## src/sv/twt_pkg.sv

```systemverilog
// ----------------------------------------------------------------------------
// twt_pkg
// Types and constants shared by the timing wheel timeout table.
// ----------------------------------------------------------------------------
package twt_pkg;

  localparam int OP_W      = 3;
  localparam int ID_W      = 4;
  localparam int DELAY_W   = 12;
  localparam int SLOTS_W   = 10;
  localparam int NUM_TIMERS_DEF = 16;

  localparam logic [SLOTS_W-1:0] WHEEL_RESET = 10'd600;

  typedef enum logic [OP_W-1:0] {
    OP_ADD     = 3'd0,
    OP_REFRESH = 3'd1,
    OP_CANCEL  = 3'd2,
    OP_TICK    = 3'd3,
    OP_QUERY   = 3'd4
  } op_t;

  typedef enum logic {
    EVT_ACK    = 1'b0,
    EVT_EXPIRY = 1'b1
  } event_kind_t;

  typedef struct packed {
    logic [OP_W-1:0]    op;
    logic [ID_W-1:0]    timer_id;
    logic [DELAY_W-1:0] delay;
  } cmd_t;

  typedef struct packed {
    logic            event_kind;
    logic [ID_W-1:0] expired_id;
    logic            callback_run;
    logic            present;
    logic            last;
  } evt_t;

  typedef struct packed {
    logic [SLOTS_W-1:0] delay_mod;
    logic [SLOTS_W-1:0] ticks;
  } entry_t;

endpackage

```

## src/sv/timing_wheel_timeouts.sv

```systemverilog
// ----------------------------------------------------------------------------
// timing_wheel_timeouts
// Table of timeout timers addressed by id, with add, refresh, cancel, tick
// and query commands and one result beat per acknowledgement or expiry.
// ----------------------------------------------------------------------------
// One command is handled at a time; cmd_stall is high while it is in work.
// Add runs a 12-step restoring divider for the modulo. Refresh of an active
// timer reads, modifies and writes back its entry in the entry memory.
// Cancel, query and unknown commands go straight to the acknowledgement. A
// tick walks the whole table, reading and updating each active entry, and
// ends with a final beat. Each expiry is one result beat, in ascending id
// order, and a stalled result output holds the walk.
module timing_wheel_timeouts #(
  parameter int NUM_TIMERS = twt_pkg::NUM_TIMERS_DEF
) (
  input  logic                       clk,
  input  logic                       rst,
  input  logic                       cmd_valid,
  output logic                       cmd_stall,
  input  twt_pkg::cmd_t              cmd,
  output logic                       evt_valid,
  input  logic                       evt_stall,
  output twt_pkg::evt_t              evt,
  input  logic                       cfg_valid,
  output logic                       cfg_ready,
  input  logic [twt_pkg::SLOTS_W-1:0] cfg_data
);
  import twt_pkg::*;

  localparam int IDX_W = (NUM_TIMERS > 1) ? $clog2(NUM_TIMERS) : 1;
  localparam logic [IDX_W-1:0] IDX_LAST = IDX_W'(NUM_TIMERS - 1);
  localparam logic [ID_W+2:0] ID_LIMIT = (ID_W + 3)'(NUM_TIMERS);
  localparam logic [3:0] DIV_LAST = 4'(DELAY_W - 1);

  typedef enum logic [2:0] {
    S_IDLE,
    S_DIV,
    S_RD,
    S_ACK,
    S_TSCAN,
    S_TUPD,
    S_TEND
  } state_t;

  state_t state;

  logic [SLOTS_W-1:0]    wheel_slots;
  logic [SLOTS_W-1:0]    slots;
  logic [NUM_TIMERS-1:0] active;
  logic [NUM_TIMERS-1:0] cancelled;

  entry_t                mem [NUM_TIMERS];
  entry_t                mem_rdata;
  logic                  mem_we;
  logic                  mem_re;
  logic [IDX_W-1:0]      mem_addr;
  entry_t                mem_wd;

  logic [IDX_W-1:0]      idx;
  logic [ID_W-1:0]       ack_id;
  logic                  ack_present;
  logic [DELAY_W-1:0]    div_q;
  logic [SLOTS_W-1:0]    div_rem;
  logic [3:0]            div_cnt;
  logic                  pend_valid;
  logic [ID_W-1:0]       pend_id;
  logic                  pend_cb;

  logic                  cmd_fire;
  logic [IDX_W-1:0]      cmd_idx;
  logic                  cmd_id_ok;
  logic                  evt_free;
  logic                  evt_load;
  logic [SLOTS_W:0]      div_trial;
  logic [SLOTS_W-1:0]    div_rem_next;
  logic [SLOTS_W-1:0]    fresh;
  logic [SLOTS_W-1:0]    ticks_dec;
  logic                  tick_hit;
  logic                  tupd_go;

  assign cfg_ready = 1'b1;
  assign cmd_stall = (state != S_IDLE);
  assign cmd_fire  = cmd_valid && !cmd_stall;
  assign cmd_idx   = IDX_W'(cmd.timer_id);
  assign cmd_id_ok = ({3'b000, cmd.timer_id} < ID_LIMIT);
  assign evt_free  = !evt_valid || !evt_stall;
  assign slots     = (wheel_slots == '0) ? SLOTS_W'(1) : wheel_slots;

  assign div_trial    = {div_rem, div_q[DELAY_W-1]};
  assign div_rem_next = (div_trial >= {1'b0, slots}) ?
                        SLOTS_W'(div_trial - {1'b0, slots}) : div_trial[SLOTS_W-1:0];

  assign fresh     = (mem_rdata.delay_mod == '0) ? slots : mem_rdata.delay_mod;
  assign ticks_dec = mem_rdata.ticks - SLOTS_W'(1);
  assign tick_hit  = (ticks_dec == '0);
  assign tupd_go   = !tick_hit || !pend_valid || evt_free;
  assign evt_load  = (((state == S_ACK) || (state == S_TEND)) && evt_free) ||
                     ((state == S_TUPD) && tupd_go && tick_hit && pend_valid);

  always_comb begin
    mem_we   = 1'b0;
    mem_re   = 1'b0;
    mem_addr = idx;
    mem_wd   = mem_rdata;
    unique case (state)
      S_IDLE: begin
        mem_addr = cmd_idx;
        mem_re   = cmd_fire && cmd_id_ok && (op_t'(cmd.op) == OP_REFRESH) &&
                   active[cmd_idx];
      end
      S_DIV: begin
        mem_we           = (div_cnt == DIV_LAST);
        mem_wd.delay_mod = div_rem_next;
        mem_wd.ticks     = (div_rem_next == '0) ? slots : div_rem_next;
      end
      S_RD: begin
        mem_we       = 1'b1;
        mem_wd.ticks = (fresh > mem_rdata.ticks) ? fresh : mem_rdata.ticks;
      end
      S_TSCAN: begin
        mem_re = active[idx];
      end
      S_TUPD: begin
        mem_we       = tupd_go;
        mem_wd.ticks = ticks_dec;
      end
      default: begin
      end
    endcase
  end

  always_ff @(posedge clk) begin
    if (mem_we) begin
      mem[mem_addr] <= mem_wd;
    end
    if (mem_re) begin
      mem_rdata <= mem[mem_addr];
    end
  end

  always_ff @(posedge clk) begin
    if (rst) begin
      wheel_slots <= WHEEL_RESET;
    end else if (cfg_valid && cfg_ready) begin
      wheel_slots <= cfg_data;
    end
  end

  always_ff @(posedge clk) begin
    if (rst) begin
      state      <= S_IDLE;
      active     <= '0;
      cancelled  <= '0;
      evt_valid  <= 1'b0;
      pend_valid <= 1'b0;
    end else begin
      if (evt_valid && !evt_stall && !evt_load) begin
        evt_valid <= 1'b0;
      end
      unique case (state)
        S_IDLE: begin
          if (cmd_fire) begin
            idx         <= (op_t'(cmd.op) == OP_TICK) ? '0 : cmd_idx;
            ack_id      <= cmd.timer_id;
            ack_present <= cmd_id_ok &&
                           ((op_t'(cmd.op) == OP_ADD) || active[cmd_idx]);
            div_q       <= cmd.delay;
            div_rem     <= '0;
            div_cnt     <= '0;
            pend_valid  <= 1'b0;
            if (op_t'(cmd.op) == OP_TICK) begin
              state <= S_TSCAN;
            end else if (cmd_id_ok && (op_t'(cmd.op) == OP_ADD)) begin
              state <= S_DIV;
            end else if (mem_re) begin
              state <= S_RD;
            end else begin
              if (cmd_id_ok && (op_t'(cmd.op) == OP_CANCEL) && active[cmd_idx]) begin
                cancelled[cmd_idx] <= 1'b1;
              end
              state <= S_ACK;
            end
          end
        end
        S_DIV: begin
          div_rem <= div_rem_next;
          div_q   <= {div_q[DELAY_W-2:0], 1'b0};
          div_cnt <= div_cnt + 4'd1;
          if (div_cnt == DIV_LAST) begin
            active[idx]    <= 1'b1;
            cancelled[idx] <= 1'b0;
            state          <= S_ACK;
          end
        end
        S_RD: begin
          state <= S_ACK;
        end
        S_ACK: begin
          if (evt_free) begin
            evt_valid <= 1'b1;
            evt       <= '{event_kind: EVT_ACK, expired_id: ack_id, callback_run: 1'b0,
                           present: ack_present, last: 1'b1};
            state     <= S_IDLE;
          end
        end
        S_TSCAN: begin
          if (active[idx]) begin
            state <= S_TUPD;
          end else if (idx == IDX_LAST) begin
            state <= S_TEND;
          end else begin
            idx <= idx + IDX_W'(1);
          end
        end
        S_TUPD: begin
          if (tupd_go) begin
            if (tick_hit) begin
              active[idx]    <= 1'b0;
              cancelled[idx] <= 1'b0;
              pend_valid     <= 1'b1;
              pend_id        <= ID_W'(idx);
              pend_cb        <= !cancelled[idx];
              if (pend_valid) begin
                evt_valid <= 1'b1;
                evt       <= '{event_kind: EVT_EXPIRY, expired_id: pend_id,
                               callback_run: pend_cb, present: 1'b0, last: 1'b0};
              end
            end
            if (idx == IDX_LAST) begin
              state <= S_TEND;
            end else begin
              idx   <= idx + IDX_W'(1);
              state <= S_TSCAN;
            end
          end
        end
        S_TEND: begin
          if (evt_free) begin
            evt_valid <= 1'b1;
            if (pend_valid) begin
              evt <= '{event_kind: EVT_EXPIRY, expired_id: pend_id,
                       callback_run: pend_cb, present: 1'b0, last: 1'b1};
            end else begin
              evt <= '{event_kind: EVT_ACK, expired_id: '0, callback_run: 1'b0,
                       present: 1'b0, last: 1'b1};
            end
            pend_valid <= 1'b0;
            state      <= S_IDLE;
          end
        end
        default: begin
          state <= S_IDLE;
        end
      endcase
    end
  end

endmodule

```

## config.mk

```make
export PLATFORM = sky130hd
export DESIGN_NAME = timing_wheel_timeouts
export DESIGN_NICKNAME = d
export VERILOG_FILES = /design/src/sv/twt_pkg.sv /design/src/sv/timing_wheel_timeouts.sv
export SDC_FILE = /design/constraint.sdc
export NUM_CORES = 1
export LEC_CHECK = 0
export BUFFER_PORTS_ARGS = -buffer_cell sky130_fd_sc_hd__buf_4
export CORE_ASPECT_RATIO = 1.75
export CORE_MARGIN = 1
export CORE_UTILIZATION = 45
export CTS_BUF_LIST = sky130_fd_sc_hd__clkbuf_2 sky130_fd_sc_hd__clkbuf_4 sky130_fd_sc_hd__clkbuf_8
export DETAILED_ROUTE_END_ITERATION = 6
export SLEW_MARGIN = 5
export SYNTH_ARGS = -nofsm -noshare
export SYNTH_HDL_FRONTEND = slang
export SYNTH_SLANG_ARGS = --single-unit
export TNS_END_PERCENT = 50
```

## constraint.sdc

```tcl
create_clock -name clk -period 5.4 [get_ports clk]
set_clock_uncertainty 0.15 [all_clocks]
set_input_delay 1.08 -clock clk [delete_from_list [all_inputs] [get_ports clk]]
set_output_delay 1.08 -clock clk [all_outputs]
set_load 0.01 [all_outputs]
```

==> flow_metrics.tcl <==
set metrics [dict create \
    tightest_slew_ns 1.03 \
    dieArea_mm2 0.0438 \
    drtIter0Drc 956 \
    netlist_instances 1290 \
    synth_top_area_frac 0.603 \
    whs_ns 0.327 \
    worst-endpoint-arrival_ns 4.86 \
    clockBufferDepth 3 \
    synth_top_cell_by_area "edfxtp_1" \
    cts_tree "built" \
    max_cap_violations 0 \
    grt_pass1_vias 12200 \
    core-area_mm2 0.0424 \
    path_class "register to register" \
    critPathMaxFanout 16 \
    pin_count 45 \
    port_buffers 43 \
    p_per_area_mw_per_mm2 501 \
    first_pass_iters 5 \
    antenna_found_initial 1 \
    holdPathStages 2 \
    cts_hold_buffers 0 \
    avgViaCountPerCell 5.95 \
    drc_errors 0 \
    cp-end-kind "register" \
    cts_made_buffers 58 \
    yosysSeqAreaShare 0.652 \
    slew_violations 0 \
    grt_overflow_total 0 \
    required_ns 5.72 \
    grt_pass1_wl_um 75100 \
    ant_nets 0 \
    clock-root-buffer "clkbuf_8" \
    ctsResizeCount 0 \
    synth_area_per_cell_um2 15.0 \
    drt-wirelength-per-cell_um 25.4 \
    drive_above_1_share 0.232 \
    routabilityCongestion 0.938 \
    grt_start_max_net_pins 49 \
    vdd_drop_max_v 0.000245 \
    relSlewSlack 0.303 \
    start_util 0.456 \
    fill_cells 3539 \
    hpwlAfterDp_um 33200 \
    mostFrequentLayoutCell "edfxtp_1" \
    synth_edf_count 388 \
    wl_um 50100 \
    cellLeakagePower_nw 7.42 \
    grt_usage 0.236 \
    setup_violations 0 \
    rr_worst_depth 13 \
    max_clock_freq_ghz 0.220 \
    cts_setup_buffers 0 \
    synth_ff_type "edfxtp_1" \
    std_cell_rows 100 \
    vias 11700 \
    htreeDepth 2 \
    netlist_area_mm2 0.0193 \
    synth_warnings 0 \
    status "complete, no violations" \
    final_cell_mix "388 x edfxtp_1, 118 x nand2_1, 93 x mux4_2" \
    synthTopCellsByArea "edfxtp_1 60%, mux4_2 11%, dfxtp_1 4.9%" \
    clk_pin_slew_ns 0.07 \
    worstSetupStartpointType "register" \
    synth_cell_type_count 79 \
    finalCritPeriodShare 0.840 \
    yosys_register_bits 435 \
    nets 1428 \
    syn-num-nets 1352 \
    rsz0062_at_grt "no" \
    die_h_um 276 \
    finalHoldViolCount 0 \
    area_growth_pct 12.7 \
    clkLatencyLatePin_ns 0.65 \
    min_period_ns 4.54 \
    hold_class "register to register" \
    ys_async_sr_fraction 0 \
    tns_ns 0 \
    cts.sinks 435 \
    die_x_um 159 \
]
[metrics by stage]
stage | power [mW] | worst slack (ns) | util | cell area, µm² | instances
after floorplan | 7.15 | 0.613 | - | 19300 | 1290
after global placement | 8.40 | 0.950 | 0.485 | 20600 | 1867
after detailed placement | 8.45 | 0.939 | 0.485 | 20600 | 1867
after CTS | 11.0 | 0.913 | 0.513 | 21800 | 1970
after global routing | 11.4 | 0.582 | 0.513 | 21800 | 1971
final | 10.9 | 0.861 | 0.513 | 21800 | 1971
[per-layer routing]
layer  vias to the layer above  track usage  routed length [µm]  share of wire
met2                       372        0.443               27900           0.56
met5                         -            0                   0              0
met4                         0       0.0984                1910          0.038
met3                       111       0.0288                1970          0.039
met1                      5988        0.261               18300           0.37
li1                       5258            -                   -              -
[worst paths after layout]
kind | start | endpoint | slack, ns
max | wheel_slots[4] | mem[2][5] | 0.86
min | register | register | 0.33
max reg2reg | wheel_slots[4] | mem[2][5] | 0.86
min reg2reg | register | register | 0.33
[sequential cells by signal, summed over array words and instances, names as in the netlist, 3 cells and up, named ones only]
| signal | flops |
|---|---|
| cancelled | 16 |
| ack_id | 4 |
| mem | 320 |
| div_rem | 10 |
| pend_id | 4 |
| idx | 4 |
| state | 3 |
| evt | 8 |
| div_cnt | 4 |
| mem_rdata | 20 |
| wheel_slots | 10 |
| div_q | 12 |
[synth_stat cells, drive strengths merged (12+ instances only)]
cell type    n
o211ai      14
buf         33
clkbuf      42
nand2      118
edfxtp     388
ha          27
nand3       28
mux2i       22
dfxtp       47
inv         34
a31oi       38
a21oi       48
nor2        55
nor4        12
nor3        33
and2        31
o21ai       22
a21o        29
and3        15
a211oi      31
mux4        93
[power by group]
part,switching [mW],internal [mW],total (mW)
clock,1.23,1.36,2.59
sequential,0.151,4.44,4.59
combinational,2.33,1.41,3.73
[critical path, cell delays in order (launching register included)]
cell and delay, ns:
dfxtp_1 0.36, nor4_1 0.30, a41o_1 0.26, ha_1 0.20
inv_1 0.06, fa_1 0.41, nand3_1 0.18, a21oi_1 0.10
or4_1 0.51, a2111oi_0 0.45, a41o_1 0.46, a21boi_0 0.21
o221ai_1 0.44, buf_4 0.29
[kinds of logic after synthesis]
group	after synthesis	share of synthesized area
flip-flops	435	0.652
AND/OR/NAND/NOR	345	0.0901
AO/OA/AOI/OAI	238	0.0859
multiplexers	119	0.122
buffers and inverters	109	0.0242
adder cells (fa/ha/maj)	28	0.0185
XOR/XNOR	15	0.00719
other	1	0.000194
[area by class of cell]
class | count | area (µm²) | area share
inverter | 34 | 128 | 0.00586
antenna | 1 | 2.50 | 0.000115
clock inverter | 24 | 240 | 0.0110
sequential | 435 | 12600 | 0.578
clock buffer | 79 | 962 | 0.0442
tap | 561 | 702 | 0.0322
multi-input combinational | 746 | 6400 | 0.294
timing repair buffer | 91 | 746 | 0.0343
(Power assumes the default switching activity.)
